**config.mk**
```make
export PLATFORM = sky130hd
export DESIGN_NAME = chacha20_stream_cipher_flat
export DESIGN_NICKNAME = d
export VERILOG_FILES = /design/src/design/cc20_pkg.sv /design/src/design/cc20_ifs.sv /design/src/design/chacha20_stream_cipher.sv /design/src/design/cc20_qr_unit.sv /design/src/design/cc20_core.sv /design/src/flat_wrapper.sv
export SDC_FILE = /design/constraint.sdc
export NUM_CORES = 2
export LEC_CHECK = 0
export BUFFER_PORTS_ARGS = -buffer_cell sky130_fd_sc_hd__buf_2
export CAP_MARGIN = 5
export CELL_PAD_IN_SITES_DETAIL_PLACEMENT = 1
export CELL_PAD_IN_SITES_GLOBAL_PLACEMENT = 1
export CORE_MARGIN = 2
export CORE_UTILIZATION = 30
export CTS_CLUSTER_DIAMETER = 120
export DETAILED_ROUTE_END_ITERATION = 10
export PLACE_DENSITY_LB_ADDON = 0.1
export SLEW_MARGIN = 25
export SYNTH_ARGS = -nofsm -noshare
export SYNTH_HDL_FRONTEND = slang
export SYNTH_SLANG_ARGS = --single-unit
```
**constraint.sdc**
```tcl
create_clock -name clk -period 30.4 [get_ports clk]
set_clock_uncertainty 0.2 [all_clocks]
set_input_delay 1.52 -clock clk [delete_from_list [all_inputs] [get_ports clk]]
set_output_delay 1.52 -clock clk [all_outputs]
set_load 0.03 [all_outputs]
```
**src/design/cc20_pkg.sv**
```systemverilog
`timescale 1ns / 1ps
// shared types, constants and helpers of the chacha20 stream cipher
// no dependencies; compile first

package cc20_pkg;

	// configuration port geometry
	localparam int CFG_IDX_W  = 3;
	localparam int CFG_DATA_W = 64;

	// configuration register indexes
	localparam logic [CFG_IDX_W-1:0] REG_KEY_PART_0     = 3'd0;
	localparam logic [CFG_IDX_W-1:0] REG_KEY_PART_1     = 3'd1;
	localparam logic [CFG_IDX_W-1:0] REG_KEY_PART_2     = 3'd2;
	localparam logic [CFG_IDX_W-1:0] REG_KEY_PART_3     = 3'd3;
	localparam logic [CFG_IDX_W-1:0] REG_NONCE_LOW      = 3'd4;
	localparam logic [CFG_IDX_W-1:0] REG_NONCE_HIGH     = 3'd5;
	localparam logic [CFG_IDX_W-1:0] REG_INITIAL_COUNTER = 3'd6;

	// "expand 32-byte k"
	localparam logic [31:0] SIGMA [4] = '{
		32'h61707865, 32'h3320646e, 32'h79622d32, 32'h6b206574
	};

	// the four add-xor-rotate steps of a quarter round
	typedef enum logic [1:0] {
		ST_AD16, // a += b, d ^= a, d <<<= 16
		ST_CB12, // c += d, b ^= c, b <<<= 12
		ST_AD8,  // a += b, d ^= a, d <<<= 8
		ST_CB7   // c += d, b ^= c, b <<<= 7
	} step_t;

	// key and nonce as held in the configuration registers
	typedef struct packed {
		logic [3:0][63:0] key;
		logic [63:0]      nonce_low;
		logic [31:0]      nonce_high;
	} cc20_keycfg_t;

	// block generator control and status
	typedef struct packed {
		logic start;
	} cc20_ctrl_t;

	typedef struct packed {
		logic busy;
		logic done;
	} cc20_stat_t;

	// fixed rotate for each step
	function automatic logic [31:0] rol_step(input step_t step, input logic [31:0] v);
		logic [31:0] r;
		unique case (step)
			ST_AD16: r = {v[15:0], v[31:16]};
			ST_CB12: r = {v[19:0], v[31:20]};
			ST_AD8:  r = {v[23:0], v[31:24]};
			ST_CB7:  r = {v[24:0], v[31:25]};
			default: r = v;
		endcase
		return r;
	endfunction

endpackage

```
**src/design/cc20_ifs.sv**
```systemverilog
`timescale 1ns / 1ps
// valid/ready channel interfaces of the chacha20 stream cipher
// no dependencies

interface cc20_item_if;
	logic       valid;
	logic       ready;
	logic [7:0] in_byte;
	logic       last_byte;

	modport source (output valid, in_byte, last_byte, input ready);
	modport sink (input valid, in_byte, last_byte, output ready);
endinterface

interface cc20_result_if;
	logic       valid;
	logic       ready;
	logic [7:0] out_byte;

	modport source (output valid, out_byte, input ready);
	modport sink (input valid, out_byte, output ready);
endinterface

```
**src/design/chacha20_stream_cipher.sv**
```systemverilog
`timescale 1ns / 1ps
// chacha20 stream cipher, one byte per transfer: byte xor keystream
// with the block held, an input byte goes via the emit state to the output register;
// the first byte of each block waits in the start and wait states for the generator;
// a new byte is accepted only once the last is emitted; emitting waits on result.ready
// the generator runs one add-xor-rotate step per cycle through a single shared unit
// reset clears configuration and position state, keystream words stay undefined until made

module chacha20_stream_cipher #(
	parameter int DOUBLE_ROUNDS = 10
) (
	input  logic                              clk,
	input  logic                              arst_n,
	cc20_item_if.sink                         item,
	cc20_result_if.source                     result,
	input  logic                              cfg_we,
	input  logic [cc20_pkg::CFG_IDX_W-1:0]    cfg_idx,
	input  logic [cc20_pkg::CFG_DATA_W-1:0]   cfg_data
);
	import cc20_pkg::*;

	typedef enum logic [1:0] {
		S_IDLE,
		S_START,
		S_WAIT,
		S_EMIT
	} top_state_t;

	top_state_t   state_q;
	cc20_keycfg_t keycfg_q;
	logic [31:0]  initial_counter_q;
	logic [31:0]  block_counter_q;
	logic [5:0]   pos_q;
	logic         block_ready_q;
	logic         msg_start_q;
	logic [7:0]   byte_q;
	logic         last_q;
	logic         out_valid_q;
	logic [7:0]   out_byte_q;

	cc20_ctrl_t   ctrl;
	cc20_stat_t   stat;
	logic [31:0]  rd_word;
	logic [7:0]   ks_byte;
	logic         item_xfer;
	logic         emit;

	// configuration registers
	always_ff @(posedge clk or negedge arst_n) begin
		if (!arst_n) begin
			keycfg_q          <= '0;
			initial_counter_q <= 32'd0;
		end else if (cfg_we) begin
			unique case (cfg_idx)
				REG_KEY_PART_0:      keycfg_q.key[0]    <= cfg_data;
				REG_KEY_PART_1:      keycfg_q.key[1]    <= cfg_data;
				REG_KEY_PART_2:      keycfg_q.key[2]    <= cfg_data;
				REG_KEY_PART_3:      keycfg_q.key[3]    <= cfg_data;
				REG_NONCE_LOW:       keycfg_q.nonce_low <= cfg_data;
				REG_NONCE_HIGH:      keycfg_q.nonce_high <= cfg_data[31:0];
				REG_INITIAL_COUNTER: initial_counter_q  <= cfg_data[31:0];
				default: ;
			endcase
		end
	end

	// block generator
	assign ctrl.start = (state_q == S_START);

	cc20_core #(
		.DOUBLE_ROUNDS (DOUBLE_ROUNDS)
	) u_core (
		.clk     (clk),
		.arst_n  (arst_n),
		.ctrl    (ctrl),
		.stat    (stat),
		.keycfg  (keycfg_q),
		.counter (block_counter_q),
		.rd_idx  (pos_q[5:2]),
		.rd_word (rd_word)
	);

	// keystream byte at the current position, lowest byte of a word first
	assign ks_byte = rd_word[{pos_q[1:0], 3'b000} +: 8];

	assign item.ready = (state_q == S_IDLE);
	assign item_xfer  = item.valid && item.ready;

	// output register can take a new byte
	assign emit = (state_q == S_EMIT) && (!out_valid_q || result.ready);

	// byte sequencer and output register
	always_ff @(posedge clk or negedge arst_n) begin
		if (!arst_n) begin
			state_q         <= S_IDLE;
			block_counter_q <= 32'd0;
			pos_q           <= 6'd0;
			block_ready_q   <= 1'b0;
			msg_start_q     <= 1'b1;
			byte_q          <= 8'd0;
			last_q          <= 1'b0;
			out_valid_q     <= 1'b0;
			out_byte_q      <= 8'd0;
		end else begin
			if (emit) out_valid_q <= 1'b1;
			else if (out_valid_q && result.ready) out_valid_q <= 1'b0;
			unique case (state_q)
				S_IDLE: begin
					if (item_xfer) begin
						byte_q <= item.in_byte;
						last_q <= item.last_byte;
						if (block_ready_q) begin
							state_q <= S_EMIT;
						end else begin
							// first block of a message starts at the configured counter
							if (msg_start_q) begin
								block_counter_q <= initial_counter_q;
								msg_start_q     <= 1'b0;
							end
							state_q <= S_START;
						end
					end
				end
				S_START: state_q <= S_WAIT;
				S_WAIT: begin
					if (stat.done) begin
						block_ready_q <= 1'b1;
						state_q       <= S_EMIT;
					end
				end
				S_EMIT: begin
					if (emit) begin
						out_byte_q <= byte_q ^ ks_byte;
						if (last_q) begin
							pos_q         <= 6'd0;
							block_ready_q <= 1'b0;
							msg_start_q   <= 1'b1;
						end else begin
							pos_q <= pos_q + 6'd1;
							if (&pos_q) begin
								block_counter_q <= block_counter_q + 32'd1;
								block_ready_q   <= 1'b0;
							end
						end
						state_q <= S_IDLE;
					end
				end
				default: state_q <= S_IDLE;
			endcase
		end
	end

	assign result.valid    = out_valid_q;
	assign result.out_byte = out_byte_q;

	// generator is only started when it is free
	a_start_idle: assert property (@(posedge clk) disable iff (!arst_n)
		ctrl.start |-> !stat.busy)
		else $error("block generator started while busy");

	// a byte is only combined with a finished block
	a_emit_ready: assert property (@(posedge clk) disable iff (!arst_n)
		(state_q == S_EMIT) |-> block_ready_q)
		else $error("byte combined without a keystream block");

	// completion only arrives while the sequencer waits for it
	a_done_wait: assert property (@(posedge clk) disable iff (!arst_n)
		stat.done |-> (state_q == S_WAIT))
		else $error("block completion outside the wait state");

	// a transfer with a held block goes straight to the output stage
	a_fast_path: assert property (@(posedge clk) disable iff (!arst_n)
		(item_xfer && block_ready_q) |=> (state_q == S_EMIT))
		else $error("held block did not lead to output");

endmodule

```
**src/design/cc20_qr_unit.sv**
```systemverilog
`timescale 1ns / 1ps
// shared quarter-round step: one 32-bit add, xor and fixed rotate
// depends on cc20_pkg

module cc20_qr_unit (
	input  cc20_pkg::step_t step,
	input  logic [31:0]     x,
	input  logic [31:0]     y,
	input  logic [31:0]     z,
	output logic [31:0]     sum,
	output logic [31:0]     mix
);
	import cc20_pkg::*;

	// x + y, then mix it into z and rotate
	assign sum = x + y;
	assign mix = rol_step(step, z ^ sum);

endmodule

```
**src/design/cc20_core.sv**
```systemverilog
`timescale 1ns / 1ps
// keystream block generator: 16-word state driven through one step unit
// depends on cc20_pkg and cc20_qr_unit

module cc20_core #(
	parameter int DOUBLE_ROUNDS = 10
) (
	input  logic                 clk,
	input  logic                 arst_n,
	input  cc20_pkg::cc20_ctrl_t ctrl,
	output cc20_pkg::cc20_stat_t stat,
	input  cc20_pkg::cc20_keycfg_t keycfg,
	input  logic [31:0]          counter,
	input  logic [3:0]           rd_idx,
	output logic [31:0]          rd_word
);
	import cc20_pkg::*;

	localparam int DR_W = $clog2(DOUBLE_ROUNDS);

	typedef enum logic [2:0] {
		C_IDLE,
		C_ROUND,
		C_DIAG,
		C_UNDIAG,
		C_FEED
	} core_state_t;

	core_state_t      state_q;
	step_t            step_q;
	logic [1:0]       col_q;
	logic             half_q;
	logic [DR_W-1:0]  dr_q;
	logic [3:0]       ff_q;
	logic             done_q;

	// state words, row-major 4x4; column 0 is the working column
	logic [31:0] w_q  [16];
	logic [31:0] w_nx [16];
	logic [31:0] w_upd [16];
	logic [31:0] init_w [16];

	logic        even_step;
	logic [31:0] op_x, op_y, op_z, u_sum, u_mix;

	// input block from constants, key, counter and nonce
	always_comb begin
		for (int i = 0; i < 4; i++) begin
			init_w[i]         = SIGMA[i];
			init_w[4 + 2 * i] = keycfg.key[i][31:0];
			init_w[5 + 2 * i] = keycfg.key[i][63:32];
		end
		init_w[12] = counter;
		init_w[13] = keycfg.nonce_low[31:0];
		init_w[14] = keycfg.nonce_low[63:32];
		init_w[15] = keycfg.nonce_high;
	end

	// operand selection for the shared unit
	assign even_step = (step_q == ST_AD16) || (step_q == ST_AD8);

	always_comb begin
		if (state_q == C_FEED) begin
			op_x = w_q[0];
			op_y = init_w[ff_q];
		end else if (even_step) begin
			op_x = w_q[0];
			op_y = w_q[4];
		end else begin
			op_x = w_q[8];
			op_y = w_q[12];
		end
		op_z = even_step ? w_q[12] : w_q[4];
	end

	cc20_qr_unit u_qr (
		.step (step_q),
		.x    (op_x),
		.y    (op_y),
		.z    (op_z),
		.sum  (u_sum),
		.mix  (u_mix)
	);

	// next state words
	always_comb begin
		w_upd = w_q;
		if (even_step) begin
			w_upd[0]  = u_sum;
			w_upd[12] = u_mix;
		end else begin
			w_upd[8] = u_sum;
			w_upd[4] = u_mix;
		end
		w_nx = w_q;
		unique case (state_q)
			C_IDLE: begin
				if (ctrl.start) w_nx = init_w;
			end
			C_ROUND: begin
				// after the last step, move the next column into place
				if (step_q == ST_CB7) begin
					for (int r = 0; r < 4; r++)
						for (int c = 0; c < 4; c++)
							w_nx[4 * r + c] = w_upd[4 * r + ((c + 1) % 4)];
				end else begin
					w_nx = w_upd;
				end
			end
			C_DIAG: begin
				for (int r = 0; r < 4; r++)
					for (int c = 0; c < 4; c++)
						w_nx[4 * r + c] = w_q[4 * r + ((c + r) % 4)];
			end
			C_UNDIAG: begin
				for (int r = 0; r < 4; r++)
					for (int c = 0; c < 4; c++)
						w_nx[4 * r + ((c + r) % 4)] = w_q[4 * r + c];
			end
			C_FEED: begin
				// feed-forward add around a 16-word ring
				for (int i = 0; i < 15; i++)
					w_nx[i] = w_q[i + 1];
				w_nx[15] = u_sum;
			end
			default: w_nx = w_q;
		endcase
	end

	always_ff @(posedge clk) begin
		w_q <= w_nx;
	end

	// round sequencer
	always_ff @(posedge clk or negedge arst_n) begin
		if (!arst_n) begin
			state_q <= C_IDLE;
			step_q  <= ST_AD16;
			col_q   <= 2'd0;
			half_q  <= 1'b0;
			dr_q    <= '0;
			ff_q    <= 4'd0;
			done_q  <= 1'b0;
		end else begin
			done_q <= (state_q == C_FEED) && (ff_q == 4'hf);
			unique case (state_q)
				C_IDLE: begin
					if (ctrl.start) begin
						state_q <= C_ROUND;
						step_q  <= ST_AD16;
						col_q   <= 2'd0;
						half_q  <= 1'b0;
						dr_q    <= '0;
					end
				end
				C_ROUND: begin
					unique case (step_q)
						ST_AD16: step_q <= ST_CB12;
						ST_CB12: step_q <= ST_AD8;
						ST_AD8:  step_q <= ST_CB7;
						ST_CB7:  step_q <= ST_AD16;
						default: step_q <= ST_AD16;
					endcase
					if (step_q == ST_CB7) begin
						col_q <= col_q + 2'd1;
						if (col_q == 2'd3) state_q <= half_q ? C_UNDIAG : C_DIAG;
					end
				end
				C_DIAG: begin
					half_q  <= 1'b1;
					state_q <= C_ROUND;
				end
				C_UNDIAG: begin
					half_q <= 1'b0;
					if (dr_q == DR_W'(DOUBLE_ROUNDS - 1)) begin
						ff_q    <= 4'd0;
						state_q <= C_FEED;
					end else begin
						dr_q    <= dr_q + 1'b1;
						state_q <= C_ROUND;
					end
				end
				C_FEED: begin
					ff_q <= ff_q + 4'd1;
					if (ff_q == 4'hf) state_q <= C_IDLE;
				end
				default: state_q <= C_IDLE;
			endcase
		end
	end

	assign stat.busy = (state_q != C_IDLE);
	assign stat.done = done_q;

	// keystream word read
	assign rd_word = w_q[rd_idx];

endmodule
```
**src/flat_wrapper.sv**
```systemverilog
// flat-port wrapper written by rule: the top's interface ports become plain ports
module chacha20_stream_cipher_flat import cc20_pkg::*;
#(
	parameter int DOUBLE_ROUNDS = 10
)
  (clk, arst_n, cfg_we, cfg_idx, cfg_data, item_valid, item_in_byte, item_last_byte, item_ready, result_valid, result_out_byte, result_ready);
  cc20_item_if item_i ();
  cc20_result_if result_i ();
  input  logic clk;
  input  logic arst_n;
  input  logic cfg_we;
  input  logic [cc20_pkg::CFG_IDX_W-1:0] cfg_idx;
  input  logic [cc20_pkg::CFG_DATA_W-1:0] cfg_data;
  input wire logic [$bits(item_i.valid)-1:0] item_valid;
  input wire logic [$bits(item_i.in_byte)-1:0] item_in_byte;
  input wire logic [$bits(item_i.last_byte)-1:0] item_last_byte;
  output wire logic [$bits(item_i.ready)-1:0] item_ready;
  output wire logic [$bits(result_i.valid)-1:0] result_valid;
  output wire logic [$bits(result_i.out_byte)-1:0] result_out_byte;
  input wire logic [$bits(result_i.ready)-1:0] result_ready;
  assign item_i.valid = item_valid;
  assign item_i.in_byte = item_in_byte;
  assign item_i.last_byte = item_last_byte;
  assign item_ready = item_i.ready;
  assign result_valid = result_i.valid;
  assign result_out_byte = result_i.out_byte;
  assign result_i.ready = result_ready;
  chacha20_stream_cipher #(.DOUBLE_ROUNDS(DOUBLE_ROUNDS)) u_core (.clk(clk), .arst_n(arst_n), .item(item_i), .result(result_i), .cfg_we(cfg_we), .cfg_idx(cfg_idx), .cfg_data(cfg_data));
endmodule
```
==> out/metrics.yaml <==
placementRows: 160
layout_min_cycle_time_ns: 8.074
final.period_utilization: 0.2656
die_width_um: 440.9
cts_hold_bufs: 0
yosys.cell_count.top_type: "nand2_1"
place.detailed.instances: 7311
worst_path_arrival_ns: 8.54
preCtsSetupSlack_ns: 22.47
cts.repair.resized: 0
synth.area.mux_share: 0.2142
ys_async_sr_fraction: 0.4738
hold_path_class: "register to register"
xor_xnor_fraction_of_synth_area: 0.01444
slew_violations: 0
floorplan.die_area_mm2: 0.1944
cap_viol_max_count: 0
gp_congestion: 0.9559
routed_wire_length_per_instance_um: 40.11
effective_utilization_at_floorplan: 0.3014
max_freq_ghz: 0.1239
worst_slew_pin_tran_ns: 1.185
yosys.area.top_type: "edfxtp_1"
drt_pre_antenna_iters: 10
final-instance-count-excl-fill: 7560
netlist_top_cells_count: "nand2_1, edfxtp_1, mux2_2"
hold_violations: 0
cts-htree-levels: 4
floorplan.io_pins: 91
critical_path.startpoint_type: "register"
synth_seq_cells: 973
vdd_ir_drop_max_mv: 0.04041
synthesis.instances: 5001
post_synth_instance_area_mm2: 0.05727
yosysTopAreaCellShare: 0.2685
end_kind: "register"
synth.area.top_cells: "edfxtp_1, dfrtp_1, mux4_2, mux2_2, nand2_1"
ys_dominant_reg_cell: "edfxtp_1"
main_combinational_cell_family_by_area_after_synthesis: "multiplexers"
clock_sinks: 973
post_drt_via_cell_ratio: 6.394
clkTransAtPathRegs_ns: 0.06
initial_antenna_violation_count: 47
post_synth_fa_ha_maj_area_fraction: 0.01171
postSynthNetCount: 5135
finalSetupTns_ns: 0
critPathRequiredTime_ns: 30.87
worst_skew_pair.late_latency_ns: 0.83
finalSetupViolCount: 0
die_height_um: 440.9
largest_net_degree_at_the_start_of_global_routing: 110
cts-root-to-sink-buffers: 3
post-dp-hpwl_mm: 199.2
core_area_mm2: 0.1900
num-nets-final: 5066
post_route_cells_drive_above_1_share: 0.2528
syn2layout_area_growth_pct: 13.71
wl_mm: 303.2
part_of_the_yosys_area_used_for_sequential_elements: 0.4699
synth-edff-count: 512
numCtsBuffers: 130
tritoncts_clock_tree: "built"
global_route_wire_length_before_repair_mm: 417.8
leakagePower_nw: 24.50
num_vias: 48340
synth_simple_gate_area_frac: 0.07732
rsz0062_at_grt: "false"
count_of_buffers_inserted_at_the_top_level_ports: 90
cp_max_fo: 26
pwr_density_cell_mw_per_mm2: 62.09
synth_compound_area_frac: 0.1691
status: "finished, final reports clean"
clock-root-buffer: "clkbuf_16"
postLayoutSetupSlackWorst_ns: 22.33
number_of_drc_violations_after_detailed_routing_iteration_0: 6685
synth_area_per_cell_um2: 11.45
final_antenna_net_count: 0
cts_setup_buffers: 0
vias_in_the_first_global_route: 47890
drc: 0
worst_slew_margin_rel: 0.2098
worst-setup-path-type: "register to register"
yosysWarningCount: 0
grt_overflow: 0
post_synth_num_cell_types: 89
global_route.usage.total: 0.3083
[state kept, by name (all words and copies together), names as in the netlist, 3 cells and up]
register                  cells
u_core.block_counter_q       32
u_core.pos_q                  6
u_core.keycfg_q             352
u_core.result.out_byte        8
u_core.u_core.state_q         3
u_core.u_core.w_q           512
u_core.byte_q                 8
u_core.u_core.dr_q            4
u_core.u_core.ff_q            4
u_core.initial_counter_q     32
[power breakdown]
group	leakage, nW	internal (mW)	switching [mW]
Combinational	11.9	0.314	0.448
Sequential	10.5	1.53	0.156
Clock	2.10	0.917	0.673
Total	24.5	2.77	1.28
[worst paths after layout]
path	start	to	slack (ns)	cells past startpoint
worst min-delay path	u_core.result.out_byte[3]	u_core.result.out_byte[3]	0.27	2
max in group asynchronous	arst_n	u_core.pos_q[5]	25.64	5
min in group asynchronous	arst_n	u_core.keycfg_q[277]	0.53	1
worst min register to register	u_core.result.out_byte[3]	u_core.result.out_byte[3]	0.27	2
worst max register to register	u_core.u_core.step_q[0]	u_core.u_core.w_q[106]	22.33	18
worst max-delay path	u_core.u_core.step_q[0]	u_core.u_core.w_q[106]	22.33	18
[cells by family (layout without fill, tap and decap cells)]
family / Yosys count / in the layout
XOR/XNOR: 73 / 73
adder cells (fa/ha/maj): 53 / 53
flip-flops: 973 / 973
buffers and inverters: 652 / 691
other: 0 / 9
AO/OA/AOI/OAI: 1405 / 1405
multiplexers: 831 / 831
AND/OR/NAND/NOR: 1014 / 1014
[cell usage in the layout (no fill, tap or decap), drive strengths merged, types with 27 or more instances in the layout]
master / n
nor2: 217
o22ai: 109
dfrtp: 460
a31oi: 67
xor2: 27
xnor2: 33
inv: 200
ha: 52
mux4: 269
mux2: 466
and3: 31
a22oi: 83
nor2b: 53
o211ai: 27
o21ai: 275
buf: 257
nand3: 71
a211oi: 27
clkbuf: 199
a221oi: 104
mux2i: 96
a221o: 39
nand2: 521
edfxtp: 512
o21a: 66
a222oi: 140
a21oi: 306
clkinv: 28
[through the flow]
stage	hold slack, ns	cell area, um2	util	power [mW]
4_1_cts	0.2802	65100	0.3427	4.052
2_1_floorplan	0.2739	57270	-	2.103
5_1_grt	0.3059	65100	0.3427	4.169
3_3_place_gp	0.2594	60760	0.3198	2.442
6_report	0.2707	65120	0.3428	4.043
3_5_place_dp	0.2676	60790	0.3200	2.454
[critical path, cell delays in order, from the launching register on]
cell	delay, ns
dfrtp_4	0.77
inv_1	0.19
ha_1	0.44
inv_1	0.20
nand2_4	0.10
nor2_4	0.70
buf_4	0.67
mux2_2	0.47
ha_1	0.27
fa_1	0.50
a21o_1	0.25
a211o_1	0.39
o2bb2ai_1	0.31
nor2_1	0.32
o21ai_0	0.38
xnor2_1	0.81
o22ai_1	0.35
a311o_1	0.41
a31oi_1	0.14
[final cells by class]
class / instances / area [um2]
diodes: 9 / 22.52
multi-input cells: 3376 / 28190
repair buffers: 257 / 1772
clock inverters: 41 / 496.7
well taps: 2511 / 3142
fillers: 20360 / 124900
clock buffers: 199 / 3817
inverters: 194 / 729.5
flip-flops and latches: 973 / 26950
[routing by layer]
metal / vias up / track usage / routed length, um
li1: 19300 / - / -
met1: 26010 / 0.4295 / 132100
met2: 2480 / 0.4709 / 134500
met3: 532 / 0.05775 / 23320
met4: 18 / 0.1235 / 13140
met5: - / 0 / 124
Power figures use the tool's default switching activity.
